File: config.mk
export PLATFORM = sky130hd
export DESIGN_NAME = ldik_sqrt
export DESIGN_NICKNAME = d
export VERILOG_FILES = /design/src/design/linear_delta_inverse_kinematics_assert.svh /design/src/design/ldik_pkg.sv /design/src/design/ldik_sqrt.sv
export SDC_FILE = /design/constraint.sdc
export NUM_CORES = 1
export LEC_CHECK = 0
export BUFFER_PORTS_ARGS = -buffer_cell sky130_fd_sc_hd__buf_2
export CAP_MARGIN = 0
export CORE_ASPECT_RATIO = 1.75
export CORE_MARGIN = 4
export CORE_UTILIZATION = 45
export CTS_CLUSTER_SIZE = 40
export DETAILED_ROUTE_END_ITERATION = 16
export MAX_ROUTING_LAYER = met4
export PLACE_DENSITY = 0.7
export SYNTH_ARGS = -nofsm -noshare
export SYNTH_HDL_FRONTEND = slang
export SYNTH_SLANG_ARGS = --single-unit
export TNS_END_PERCENT = 5
File: constraint.sdc
create_clock -name clk_i -period 5.99 [get_ports clk_i]
set_input_delay 0.599 -clock clk_i [delete_from_list [all_inputs] [get_ports clk_i]]
set_output_delay 0.599 -clock clk_i [all_outputs]
set_load 0.02 [all_outputs]
File: src/design/linear_delta_inverse_kinematics_assert.svh
// Assertion macros shared by the kinematics block.
// Every property is sampled on clk_i and switched off while rst_ni is low.
`ifndef LINEAR_DELTA_INVERSE_KINEMATICS_ASSERT_SVH
`define LINEAR_DELTA_INVERSE_KINEMATICS_ASSERT_SVH

// Same-cycle implication.
`define LDIK_ASSERT_IMPLY(label, ante, cons, msg) \
  label: assert property (@(posedge clk_i) disable iff (!rst_ni) (ante) |-> (cons)) \
    else $error(msg);

// Implication that matures a fixed number of cycles later.
`define LDIK_ASSERT_DELAY(label, ante, dly, cons, msg) \
  label: assert property (@(posedge clk_i) disable iff (!rst_ni) \
    (ante) |-> ##(dly) (cons)) else $error(msg);

`endif

File: src/design/ldik_pkg.sv
package ldik_pkg;

  // Default coordinate width.
  localparam int unsigned COORD_BITS_DEF = 19;

  // Squared arm length and its floor root.
  localparam int unsigned ARM_BITS  = 40;
  localparam int unsigned ROOT_BITS = ARM_BITS / 2;

  // Configuration port: 64-bit data, registers every 8 bytes.
  localparam int unsigned CFG_DATA_BITS = 64;
  localparam int unsigned CFG_ADDR_BITS = 6;
  localparam int unsigned CFG_IDX_BITS  = 3;
  localparam int unsigned CFG_IDX_LSB   = 3;

  typedef enum logic [CFG_IDX_BITS-1:0] {
    REG_TOWER_A_X = 3'd0,
    REG_TOWER_A_Y = 3'd1,
    REG_TOWER_B_X = 3'd2,
    REG_TOWER_B_Y = 3'd3,
    REG_TOWER_C_X = 3'd4,
    REG_TOWER_C_Y = 3'd5,
    REG_ARM_LEN_SQ = 3'd6
  } cfg_reg_e;

endpackage

File: src/design/ldik_sqrt.sv
module ldik_sqrt (
  input  logic                           clk_i,
  input  logic [ldik_pkg::ARM_BITS-1:0]  rad_i,
  output logic [ldik_pkg::ROOT_BITS-1:0] root_o
);
  import ldik_pkg::*;

  // Digit-by-digit floor square root, one root bit per register stage.
  localparam int unsigned REM_BITS = ROOT_BITS + 1;
  localparam int unsigned CUR_BITS = ROOT_BITS + 3;

  logic [REM_BITS-1:0]  rem_q  [ROOT_BITS-1];
  logic [ARM_BITS-1:0]  n_q    [ROOT_BITS-1];
  logic [ROOT_BITS-1:0] root_q [ROOT_BITS];

  for (genvar s = 0; s < ROOT_BITS; s++) begin : g_stage
    logic [REM_BITS-1:0]  rem_in;
    logic [ROOT_BITS-1:0] root_in;
    logic [ARM_BITS-1:0]  n_in;
    logic [CUR_BITS-1:0]  cur;
    logic [CUR_BITS-1:0]  trial;
    logic [CUR_BITS-1:0]  diff;
    logic                 ge;

    if (s == 0) begin : g_first
      assign rem_in  = '0;
      assign root_in = '0;
      assign n_in    = rad_i;
    end else begin : g_next
      assign rem_in  = rem_q[s-1];
      assign root_in = root_q[s-1];
      assign n_in    = n_q[s-1];
    end

    // Bring down the next two radicand bits and try the next root bit.
    assign cur   = {rem_in, n_in[ARM_BITS-1 -: 2]};
    assign trial = {1'b0, root_in, 2'b01};
    assign ge    = (cur >= trial);
    assign diff  = cur - trial;

    always_ff @(posedge clk_i) begin
      root_q[s] <= {root_in[ROOT_BITS-2:0], ge};
    end

    if (s < ROOT_BITS - 1) begin : g_carry
      always_ff @(posedge clk_i) begin
        rem_q[s] <= ge ? diff[REM_BITS-1:0] : cur[REM_BITS-1:0];
        n_q[s]   <= {n_in[ARM_BITS-3:0], 2'b00};
      end
    end
  end

  assign root_o = root_q[ROOT_BITS-1];

endmodule

# After elaboration in Yosys (flattened, before gate mapping)
# Memories as Yosys holds them, arrays and structs flattened.
# Cells that the tools add are included.
dict set report totals {
  mem_bits_rw 1521
  memories 3
  regBits 0
  inputBits 41
}
# memory words width read_ports rd_ports_with_merged_regs write_ports line
set memory_table {}
lappend memory_table {n_q 19 38 19 0 19 ldik_sqrt.sv:13} ;# logic [ARM_BITS-1:0] n_q [ROOT_BITS-1];
lappend memory_table {root_q 20 20 20 0 20 ldik_sqrt.sv:14} ;# logic [ROOT_BITS-1:0] root_q [ROOT_BITS];
lappend memory_table {rem_q 19 21 19 0 19 ldik_sqrt.sv:12} ;# logic [REM_BITS-1:0] rem_q [ROOT_BITS-1];
dict set report op_classes {
  magnitude_cmp 20
  muxes 19
  addsub 19
}
# cell n
set ops {}
lappend ops {{$ge 23x22->1} 19}
lappend ops {{$mux 21} 19}
lappend ops {{$sub 21x21->21} 18}
lappend ops {{$sub 2x1->3 const B} 1}
lappend ops {{$ge 2x1->1 const B} 1}

# Depth between registers and ports, before layout
# Gate-level depths: netlist (run 1).
# An unclocked memory read counts as a cell.
dict set report logic_depth {
  ltp_word 3
  ltp_mapped 12
  depth_no_buf 10
}

# Worst setup path after synthesis (run 1)
# OpenSTA, ideal clock, no wires.
dict set report synth_path {
  kind {register to register}
  startpoint {mem root_q[17][11] (netlist bit)}
  endpoint {mem rem_q[18][12] (netlist bit)}
  path_slack_ns 3.353
  stages_incl_launch_ff 12
  setup_ns 0.121
  arrival_time_ns 2.517
  required_time_ns 5.869
  path_cell_list {dfxtp_1 -> inv_1 -> ha_1 -> clkbuf_1 -> and4_1 -> nand3_1 -> o41a_1 -> o21ai_0 -> o21ba_2 -> inv_1 -> buf_2 -> mux2_2}
}
# item line
set synth_lines {}
lappend synth_lines {{start: declaration} ldik_sqrt.sv:14}
lappend synth_lines {{end: declaration} ldik_sqrt.sv:12}

==> parameters.txt, run 1 <==
Parameter                              Value

Power
  Portion of total power attributed to the clock network    33.4%
  Switching Share    28.6%
  Peak supply drop    0.298 mV
  Leakage dissipation    0.0187 µW
  Net Sw Power    4940 µW
  Internal Pwr Total    12,300 µW
  Part of the power in combinational logic    18.9%
  Power density relative to cell area    428 mW/mm²
  Proportion of power drawn by flip-flops and latches    47.7%

Die
  DIE AREA    0.0834 mm²
  Placeable Area    0.0777 mm²
  Die Wd    220 µm
  Effective utilization at floorplan    45.6%
  Core Rows    135
  Vertical die dimension    379 µm
  Num ports    61

Cells and area
  Non-Filler Cell Area, Final    0.0402 mm²
  Share of post-route cells with drive strength above 1    8.50%
  Synthesis-to-finish area growth    13.7%
  Fill cell total of the finished layout    6,935
  Most common library cell in the layout ignoring fill and taps    sky130_fd_sc_hd__dfxtp_1
  Net count, final    3,859
  Highest-count cells in the layout ignoring fill and taps    sky130_fd_sc_hd__dfxtp_1 (963), sky130_fd_sc_hd__inv_1 (288), sky130_fd_sc_hd__nor2_1 (255)

Clock tree
  Insertion delay to the later sink of the worst-skew pair    680 ps
  TritonCTS clock tree    yes
  Number of clock sinks    963
  Post-cts gate resize count    0
  Clock-pin transition on the worst setup and hold timing paths    70 ps
  Max H-tree Level    3
  Clk root buf    sky130_fd_sc_hd__clkbuf_16
  Number of buffers inserted during clock tree synthesis    85
  Largest buffer count on any clock path    3

Logic synthesis
  Share of synthesized registers carrying an async set or reset    0%
  Synth Flop Type    sky130_fd_sc_hd__dfxtp_1
  Synth Instances    3,455
  Number of enable flip-flop cells after synthesis    0
  Proportion of synthesized chip area in sequential cells    54.5%
  Syn avg cell area    10.2 µm²
  Distinct cell type count of the synthesized netlist    84
  Net count after synthesis    3,727
  Yosys warnings    0
  Synthesized area    0.0354 mm²
  FF+latch count, synth    963

Critical path
  Data required time of the worst path    6470 ps
  Worst setup path class    register to register
  Largest fanout on the critical path    21
  CP startpoint kind    register
  Data arrival time of the worst path    4090 ps
  Endpoint type of the worst setup path    register

Detailed routing
  Vias per inst    5.15
  Number of nets with antenna violations after routing    0
  Via count of the routed design    24,139
  # DRC    0
  Average routed wire per standard cell    15.9 µm
  Routed WL    74.3 mm
  Number of DRC violations after detailed-routing iteration 0    947
  First-pass iteration count of the detailed router    5

STA
  Number of pins with negative max-slew slack in the final report    0
  Clock skew after layout    52.6 ps
  Pin slew with the least headroom to its limit    1330 ps
  Setup repair after global routing missed its margin    false
  Setup TNS    0 ps
  Final min period    3610 ps
  Highest clock frequency the design can meet    277 MHz
  Endpoints failing setup    0
  Worst slew margin relative to its limit    9.05%
  Part of the cycle the worst path needs    60.3%
  Hold Slack    54.4 ps
  Count of final hold-check violations    0

Placed design
  Estimated wirelength of the detail-placed design    57.6 mm
  Total cell area at the placement stage    0.0368 mm²
  Weighted congestion reported at the end of routability-driven placement    0.954
  I/O Buffers    60

Global routing
  Pin count of the biggest net entering global routing    32
  Number of global-route vias before repair    24,740
  Global route overflow    0
  Number of antenna violations at the first check in global routing    1
  Global-route wire length before repair    118 mm
  GRT Resource Usage Total    18.3%

Run status
  Status    finished clean

Run
  Number of max-capacitance violations reported    0

Min path
  Min-delay worst type    primary input to register
==> critical path: stages, from the launching register on <==
cell	delay, ps
sky130_fd_sc_hd__dfxtp_1	340
sky130_fd_sc_hd__inv_1	50
sky130_fd_sc_hd__ha_1	330
sky130_fd_sc_hd__a21o_1	170
sky130_fd_sc_hd__a21o_1	180
sky130_fd_sc_hd__o21a_1	210
sky130_fd_sc_hd__o211ai_1	440
sky130_fd_sc_hd__nand3_1	770
sky130_fd_sc_hd__xnor2_1	920
==> final cells by class <==
class	instances	area [µm²]	area share [%]
clock buffers	114	2440	6.05
repair buffers	105	731	1.82
diodes	1	2.50	0.00622
clock inverters	44	614	1.53
well taps	1027	1280	3.19
inverters	288	1080	2.69
multi-input cells	2144	14800	36.8
flip-flops and latches	963	19300	47.9
==> sequential cells by signal, indices dropped and copies added, names as in the netlist <==
signal / count
rem_q: 373
root_q: 210
n_q: 380
==> kinds of logic (layout without fill, tap and decap cells) <==
group,count (synthesis),in the layout,share of synthesized area [%]
buffers and inverters,348,551,3.71
AOI/OAI and AO/OA,698,698,12.5
other,1,2,0.0106
muxes,47,47,1.48
and+or+nand+nor,884,884,12.6
DFF,963,963,54.5
xor gates and xnor gates,283,283,7.00
adders and majority gates,231,231,8.16
==> power groups by stage <==
| stage | sequential (µW) | combinational (µW) | clock [µW] |
|---|---|---|---|
| floorplan | 8140 | 2540 | 0 |
| global placement | 8350 | 3180 | 0 |
| finish | 8230 | 3250 | 5760 |
| detailed placement | 8370 | 3220 | 0 |
| global route | 8350 | 3630 | 6170 |
| CTS | 8230 | 3260 | 5920 |
==> per-stage QoR <==
| stage | power (µW) | setup slack [ps] | std cells | util [%] |
|---|---|---|---|---|
| floorplan | 10700 | 3350 | 3455 | - |
| global placement | 11500 | 2320 | 4490 | 47.4 |
| detailed placement | 11600 | 2320 | 4490 | 47.4 |
| CTS | 17400 | 2270 | 4685 | 51.8 |
| global route | 18100 | 2190 | 4686 | 51.8 |
| finish | 17200 | 2380 | 4686 | 51.8 |
==> synth_stat cells (all sizes together), types with 26 or more instances <==
cell / count / share of area [%]
or3: 39 / 0.72
or4: 26 / 0.58
a211oi: 27 / 0.57
nor2b: 40 / 0.71
a21o: 65 / 1.4
inv: 288 / 3.1
nor4: 38 / 0.76
o21a: 51 / 1.1
a21oi: 231 / 3.3
o21ai: 145 / 2.1
nand3: 56 / 0.79
nand4: 34 / 0.60
clkbuf: 45 / 0.48
xnor2: 152 / 3.8
ha: 231 / 8.2
xor2: 131 / 3.2
dfxtp: 963 / 54
mux2: 42 / 1.3
nand2: 185 / 2.0
nor3: 66 / 0.93
nor2: 255 / 2.7
nand2b: 44 / 0.78
==> routing by layer <==
metal | track usage, % | vias up | wire, µm
met3 | 2.79 | 296 | 2070
met1 | 13.2 | 11254 | 22400
li1 | - | 12128 | -
met2 | 37.5 | 461 | 43600
met4 | 14.3 | 0 | 6290
met5 | - | - | 0
==> timing repair <==
item / 4_1_cts / 5_1_grt
hold endpoints to repair: 37 / 0
buffers inserted: 0 / 0
hold buffers: 37 / 0
endpoints found under the setup margin: 0 / 0
==> worst paths after layout <==
| check | end | slack [ps] | from | cells after the start |
|---|---|---|---|---|
| worst min register to register | n_q[4][20]$_DFF_P_ | 300 | n_q[3][18]$_DFF_P_ | 0 |
| worst max-delay path | rem_q[10][0]$_DFF_P_ | 2380 | root_q[9][2]$_DFF_P_ | 8 |
| worst max register to register | rem_q[10][0]$_DFF_P_ | 2380 | root_q[9][2]$_DFF_P_ | 8 |
| worst min-delay path | n_q[0][22]$_DFF_P_ | 50 | rad_i[22] | 1 |
Power figures use the tool's default switching activity.
==> run 2, diff against run 1 <==
==> constraint.sdc (replaced) <==
create_clock -name clk_i -period 3.48 [get_ports clk_i]
set_input_delay 0.348 -clock clk_i [delete_from_list [all_inputs] [get_ports clk_i]]
set_output_delay 0.348 -clock clk_i [all_outputs]
set_load 0.02 [all_outputs]
==> parameters.txt, run 2 (same netlist as run 1, synthesis figures left out) <==
Parameter                              Value

Critical path
  Setup slack on the worst flop-to-flop path    460 ps (-1920 ps)
  Largest fanout on the critical path    22 (+4.8%)
  Depth of the worst register-to-register path    9 (+1)
  Endpoint type of the worst setup path    register
  Data arrival time of the worst path    3640 ps (-450 ps)
  Worst setup path class    register to register
  Data required time of the worst path    4100 ps (-2370 ps)
  CP startpoint kind    register
  Worst flop-to-flop path endpoint    rem_q[7][10]$_DFF_P_
  Beginning of the worst register-to-register path    root_q[6][0]$_DFF_P_

Placed design
  I/O Buffers    60 (unchanged)
  Cell count after placement    4,520 (+0.67%)
  Estimated wirelength of the detail-placed design    58.1 mm (+0.84%)
  Weighted congestion reported at the end of routability-driven placement    0.952 (-0.24%)

STA
  Part of the cycle the worst path needs    86.8% (+26 points)
  Endpoints failing setup    0 (unchanged)
  Number of pins with negative max-slew slack in the final report    0 (unchanged)
  Clock skew after layout    64.4 ps (+11.8 ps)
  Worst slew margin relative to its limit    43.2% (+34 points)
  Setup repair after global routing missed its margin    false
  Pin slew with the least headroom to its limit    848 ps (-482 ps)
  Count of final hold-check violations    0 (unchanged)
  Highest clock frequency the design can meet    331 MHz (+20%)
  Final min period    3020 ps (-591 ps)
  Setup TNS    0 ps (unchanged)

Detailed routing
  # DRC    0 (unchanged)
  Via count of the routed design    24,239 (+0.41%)
  Number of DRC violations after detailed-routing iteration 0    943 (-0.42%)
  Number of nets with antenna violations after routing    0 (unchanged)
  First-pass iteration count of the detailed router    5 (unchanged)
  Vias per inst    5.14 (-0.14%)
  Average routed wire per standard cell    16.0 µm (+0.77%)
  Routed WL    75.3 mm (+1.3%)

Die
  Num ports    61 (unchanged)
  Core Rows    135 (unchanged)
  DIE AREA    0.0834 mm² (unchanged)
  Placeable Area    0.0777 mm² (unchanged)
  Vertical die dimension    379 µm (unchanged)
  Die Wd    220 µm (unchanged)
  Effective utilization at floorplan    45.6% (unchanged)

Power
  Peak supply drop    0.555 mV (+86%)
  Leakage dissipation    0.0189 µW (+0.71%)
  Power density relative to cell area    737 mW/mm² (+72%)

Clock tree
  Post-cts gate resize count    0 (unchanged)
  Max H-tree Level    3 (unchanged)
  Buffer count from post-CTS setup fixing    0 (unchanged)
  Insertion delay to the later sink of the worst-skew pair    700 ps (+20 ps)
  Number of buffers inserted during clock tree synthesis    84 (-1.2%)
  TritonCTS clock tree    yes
  Post-CTS Hold Buffers    41 (+11%)
  Largest buffer count on any clock path    3 (unchanged)
  Clock-pin transition on the worst setup and hold timing paths    70 ps (about the same)
  Number of clock sinks    963 (unchanged)
  Clk root buf    sky130_fd_sc_hd__clkbuf_16

Min path
  Depth of the worst hold-timing path    2 (+1)
  Hold Startpoint    rad_i[1]
  Min-delay worst type    primary input to register
  Worst-case hold path end point    n_q[0][1]$_DFF_P_

Cells and area
  Synthesis-to-finish area growth    14.4%
  Share of post-route cells with drive strength above 1    9.01% (+0.51 points)
  Util after Layout    52.1% (+0.33 points)
  Most common library cell in the layout ignoring fill and taps    sky130_fd_sc_hd__dfxtp_1
  Fill cell total of the finished layout    6,963 (+0.40%)
  Final instance count without filler cells    4,712 (+0.55%)
  Net count, final    3,892 (+0.86%)
  Number of diodes added for antenna fixing    0 (-1)
  Leading registers by flop count    n_q x380, rem_q x373, root_q x210
  Register name with the most flops    n_q
  Highest-count cells in the layout ignoring fill and taps    sky130_fd_sc_hd__dfxtp_1 (963), sky130_fd_sc_hd__inv_1 (288), sky130_fd_sc_hd__nor2_1 (255)
  Flip-flop count of the largest register after layout    380 (unchanged)

Global routing
  Global route overflow    0 (unchanged)
  Number of global-route vias before repair    25,032 (+1.2%)
  Global-route wire length before repair    119 mm (+0.84%)
  Pin count of the biggest net entering global routing    32 (unchanged)
  Number of antenna violations at the first check in global routing    0 (-1)
  GRT Resource Usage Total    18.5% (+0.17 points)

Run
  Number of max-capacitance violations reported    0 (unchanged)

Run status
  Status    finished clean
[run 2: changes by cell type in the layout (fill, tap and decap cells not counted), moves of 2 or more]
cell and change:
sky130_fd_sc_hd__buf_4 +29, sky130_fd_sc_hd__bufinv_16 +4, sky130_fd_sc_hd__clkbuf_1 +2, sky130_fd_sc_hd__clkbuf_8 -9
sky130_fd_sc_hd__clkinv_2 -6, sky130_fd_sc_hd__clkinv_4 +4, sky130_fd_sc_hd__dlygate4sd3_1 +4, sky130_fd_sc_hd__inv_6 -3
[run 2: final cells by class]
cell class	count	area [µm²]	area share, %
repair buffers	139	1010	2.49
clock inverters	45	741	1.83
clock buffers	106	2290	5.66
multi-input cells	2144	14800	36.6
well taps	1027	1280	3.17
flip-flops and latches	963	19300	47.6
inverters	288	1080	2.67
[run 2: report_power, final]
group	switching (µW)	internal [µW]
logic	3040	2630
registers	1280	12900
clock network	4250	5740
[run 2: worst max-delay path: stages, from the launching register on]
cell,delay (ps)
sky130_fd_sc_hd__dfxtp_1,320
sky130_fd_sc_hd__inv_1,40
sky130_fd_sc_hd__ha_1,360
sky130_fd_sc_hd__o21a_1,170
sky130_fd_sc_hd__nor4_1,60
sky130_fd_sc_hd__o41ai_1,640
sky130_fd_sc_hd__nand3_1,260
sky130_fd_sc_hd__o211a_1,550
sky130_fd_sc_hd__nor4_1,400
sky130_fd_sc_hd__xor2_1,160
[run 2: worst max-delay path by stage]
stage                                 startpoint               endpoint  slack, ps  cells past startpoint
after floorplan           root_q[17][11]$_DFF_P_  rem_q[18][12]$_DFF_P_        840                     11
after global placement     root_q[12][6]$_DFF_P_   rem_q[13][8]$_DFF_P_        470                     11
after detailed placement   root_q[12][6]$_DFF_P_   rem_q[13][4]$_DFF_P_        440                     11
after CTS                   root_q[6][0]$_DFF_P_   rem_q[7][10]$_DFF_P_        450                      9
after global routing        root_q[6][0]$_DFF_P_   rem_q[7][10]$_DFF_P_        190                      9
final                       root_q[6][0]$_DFF_P_   rem_q[7][10]$_DFF_P_        460                      9
[run 2: stage by stage]
stage | setup WS, ps | power [µW] | cell area, µm² | hold WS [ps]
after detailed placement | 444 | 20000 | 37100 | 312
after CTS | 446 | 30100 | 40500 | 243
after global routing | 190 | 31400 | 40500 | 260
final | 460 | 29900 | 40500 | 294
after floorplan | 843 | 18400 | 35400 | 310
after global placement | 470 | 19900 | 37100 | 309
[run 2: layer usage]
layer	global-route usage (%)	vias to the layer above	share of wire [%]
met5	-	-	0
li1	-	12175	-
met2	38.1	490	59
met1	13.6	11280	30
met4	13.4	0	7.9
met3	2.87	294	3.0
==> run 3, diff against run 2 <==
--- a/config.mk
+++ b/config.mk
@@ -10,6 +10,7 @@
 export CORE_ASPECT_RATIO = 1.75
 export CORE_MARGIN = 4
 export CORE_UTILIZATION = 45
+export CTS_BUF_LIST = sky130_fd_sc_hd__clkbuf_4
 export CTS_CLUSTER_SIZE = 40
 export DETAILED_ROUTE_END_ITERATION = 16
 export MAX_ROUTING_LAYER = met4
==> parameters.txt, run 3 (same netlist as run 1, synthesis figures left out) <==
Parameter                              Value

Run status
  Status    finished clean

Detailed routing
  Average routed wire per standard cell    15.4 µm (-3.6%)
  First-pass iteration count of the detailed router    5 (unchanged)
  Number of DRC violations after detailed-routing iteration 0    858 (-9.0%)
  # DRC    0 (unchanged)
  Via count of the routed design    25,259 (+4.2%)
  Number of nets with antenna violations after routing    0 (unchanged)
  Vias per inst    5.08 (-1.2%)
  Routed WL    76.6 mm (+1.7%)

Min path
  Min-delay worst type    register to register

Clock tree
  Number of clock sinks    963 (unchanged)
  Insertion delay to the later sink of the worst-skew pair    1080 ps (+380 ps)
  Clk root buf    sky130_fd_sc_hd__clkbuf_4
  Largest buffer count on any clock path    3 (unchanged)
  Max H-tree Level    4 (+1)
  Buffer count from post-CTS setup fixing    0 (unchanged)
  Clock-pin transition on the worst setup and hold timing paths    80 ps (about the same)
  TritonCTS clock tree    yes
  Number of buffers inserted during clock tree synthesis    208 (+150%)

Critical path
  CP startpoint kind    register
  Largest fanout on the critical path    31 (+41%)
  Data arrival time of the worst path    4010 ps (+370 ps)
  Data required time of the worst path    4440 ps (+340 ps)
  Endpoint type of the worst setup path    register
  Worst setup path class    register to register

Die
  Num ports    61 (unchanged)
  Vertical die dimension    379 µm (unchanged)
  Die Wd    220 µm (unchanged)
  Core Rows    135 (unchanged)
  Effective utilization at floorplan    45.6% (unchanged)
  DIE AREA    0.0834 mm² (unchanged)
  Placeable Area    0.0777 mm² (unchanged)

Run
  Number of max-capacitance violations reported    0 (unchanged)

STA
  Setup repair after global routing missed its margin    false
  Setup TNS    0 ps (unchanged)
  Hold Slack    284 ps (-9.62 ps)
  Clock skew after layout    72.9 ps (+8.52 ps)
  Endpoints failing setup    0 (unchanged)
  Number of pins with negative max-slew slack in the final report    0 (unchanged)
  Final min period    3050 ps (+29.7 ps)
  Pin slew with the least headroom to its limit    844 ps (-3.29 ps)
  Count of final hold-check violations    0 (unchanged)
  Part of the cycle the worst path needs    87.6% (+0.85 points)
  Worst slew margin relative to its limit    43.4% (+0.22 points)
  Min setup slack post-route    430 ps (-29.7 ps)
  Highest clock frequency the design can meet    328 MHz (-0.97%)

Placed design
  Weighted congestion reported at the end of routability-driven placement    0.952 (unchanged)
  Worst-case setup slack after placement    444 ps (unchanged)
  I/O Buffers    60 (unchanged)
  Cell count after placement    4,520 (unchanged)
  Estimated wirelength of the detail-placed design    58.1 mm (unchanged)

Cells and area
  Register name with the most flops    n_q
  Final instance count without filler cells    4,969 (+5.5%)
  Net count, final    4,056 (+4.2%)
  Leading registers by flop count    n_q x380, rem_q x373, root_q x210
  Highest-count cells in the layout ignoring fill and taps    sky130_fd_sc_hd__dfxtp_1 (963), sky130_fd_sc_hd__clkbuf_4 (298), sky130_fd_sc_hd__inv_1 (288)
  Util after Layout    52.2% (+0.056 points)
  Flip-flop count of the largest register after layout    380 (unchanged)
  Most common library cell in the layout ignoring fill and taps    sky130_fd_sc_hd__dfxtp_1
  Synthesis-to-finish area growth    14.6%
  Share of post-route cells with drive strength above 1    13.0% (+4.0 points)

Power
  Leakage dissipation    0.0192 µW (+1.5%)
  Peak supply drop    0.486 mV (-12%)
  Power density relative to cell area    697 mW/mm² (-5.4%)

Global routing
  Global-route wire length before repair    122 mm (+2.6%)
  Global route overflow    0 (unchanged)
  Number of global-route vias before repair    26,385 (+5.4%)
  Number of antenna violations at the first check in global routing    2 (+2)
  GRT Resource Usage Total    19.0% (+0.54 points)
  Pin count of the biggest net entering global routing    32 (unchanged)
run 3: cell count changes in the layout (fill, tap and decap cells not counted), sizes merged:
cell	delta
clkinvlp	-6
inv	+2
bufinv	-10
clkinv	+36
dlygate4sd3	+40
diode	+3
clkbuf	+192
run 3: final cells by class:
class | instances | area [µm²]
Fill cell | 7068 | 37100
Sequential cell | 963 | 19300
Multi-Input combinational cell | 2144 | 14800
Clock buffer | 298 | 2240
Timing Repair Buffer | 179 | 1410
Tap cell | 1027 | 1280
Inverter | 288 | 1080
Clock inverter | 67 | 434
Antenna cell | 3 | 7.51
run 3: worst paths after layout:
path                                            start                     to  slack, ps  cells after the start
worst max-delay path            root_q[12][6]$_DFF_P_  rem_q[13][14]$_DFF_P_        430                     12
worst min-delay path              n_q[12][35]$_DFF_P_    n_q[13][37]$_DFF_P_        280                      0
worst max register to register  root_q[12][6]$_DFF_P_  rem_q[13][14]$_DFF_P_        430                     12
worst min register to register    n_q[12][35]$_DFF_P_    n_q[13][37]$_DFF_P_        280                      0
run 3: stage by stage:
step                power, µW  area (µm²)
floorplan               18400       35400
global placement        19900       37100
detailed placement      20000       37100
CTS                     28600       40500
global route            30100       40600
finish                  28300       40600
run 3: power by group:
part | switching, µW | internal (µW) | leakage, µW
registers | 1280 | 12900 | 0.00806
logic | 3050 | 2660 | 0.00952
clock network | 4170 | 4210 | 0.00157
run 3: metal layers:
| layer | global-route usage (%) | up-vias | share of wire (%) |
|---|---|---|---|
| li1 | - | 12674 | - |
| met1 | 13.3 | 11663 | 30 |
| met2 | 38.5 | 586 | 59 |
| met3 | 4.13 | 336 | 3.4 |
| met4 | 15.0 | 0 | 8.4 |
| met5 | - | - | 0 |
run 3: timing repair:
action | CTS | global route
hold buffers | 81 | 0
endpoints found under the hold margin | 41 | 0
resized for setup | 0 | 0
run 3: critical path, cell delays in order, from the launching register on:
cell and delay [ps]:
sky130_fd_sc_hd__dfxtp_1 370, sky130_fd_sc_hd__inv_1 60, sky130_fd_sc_hd__ha_1 370, sky130_fd_sc_hd__a21oi_1 160
sky130_fd_sc_hd__buf_4 160, sky130_fd_sc_hd__o21ai_0 110, sky130_fd_sc_hd__a221o_1 370, sky130_fd_sc_hd__a31o_2 240
sky130_fd_sc_hd__nor2_1 420, sky130_fd_sc_hd__inv_1 80, sky130_fd_sc_hd__buf_4 260, sky130_fd_sc_hd__and4_1 220
sky130_fd_sc_hd__nor3_1 110
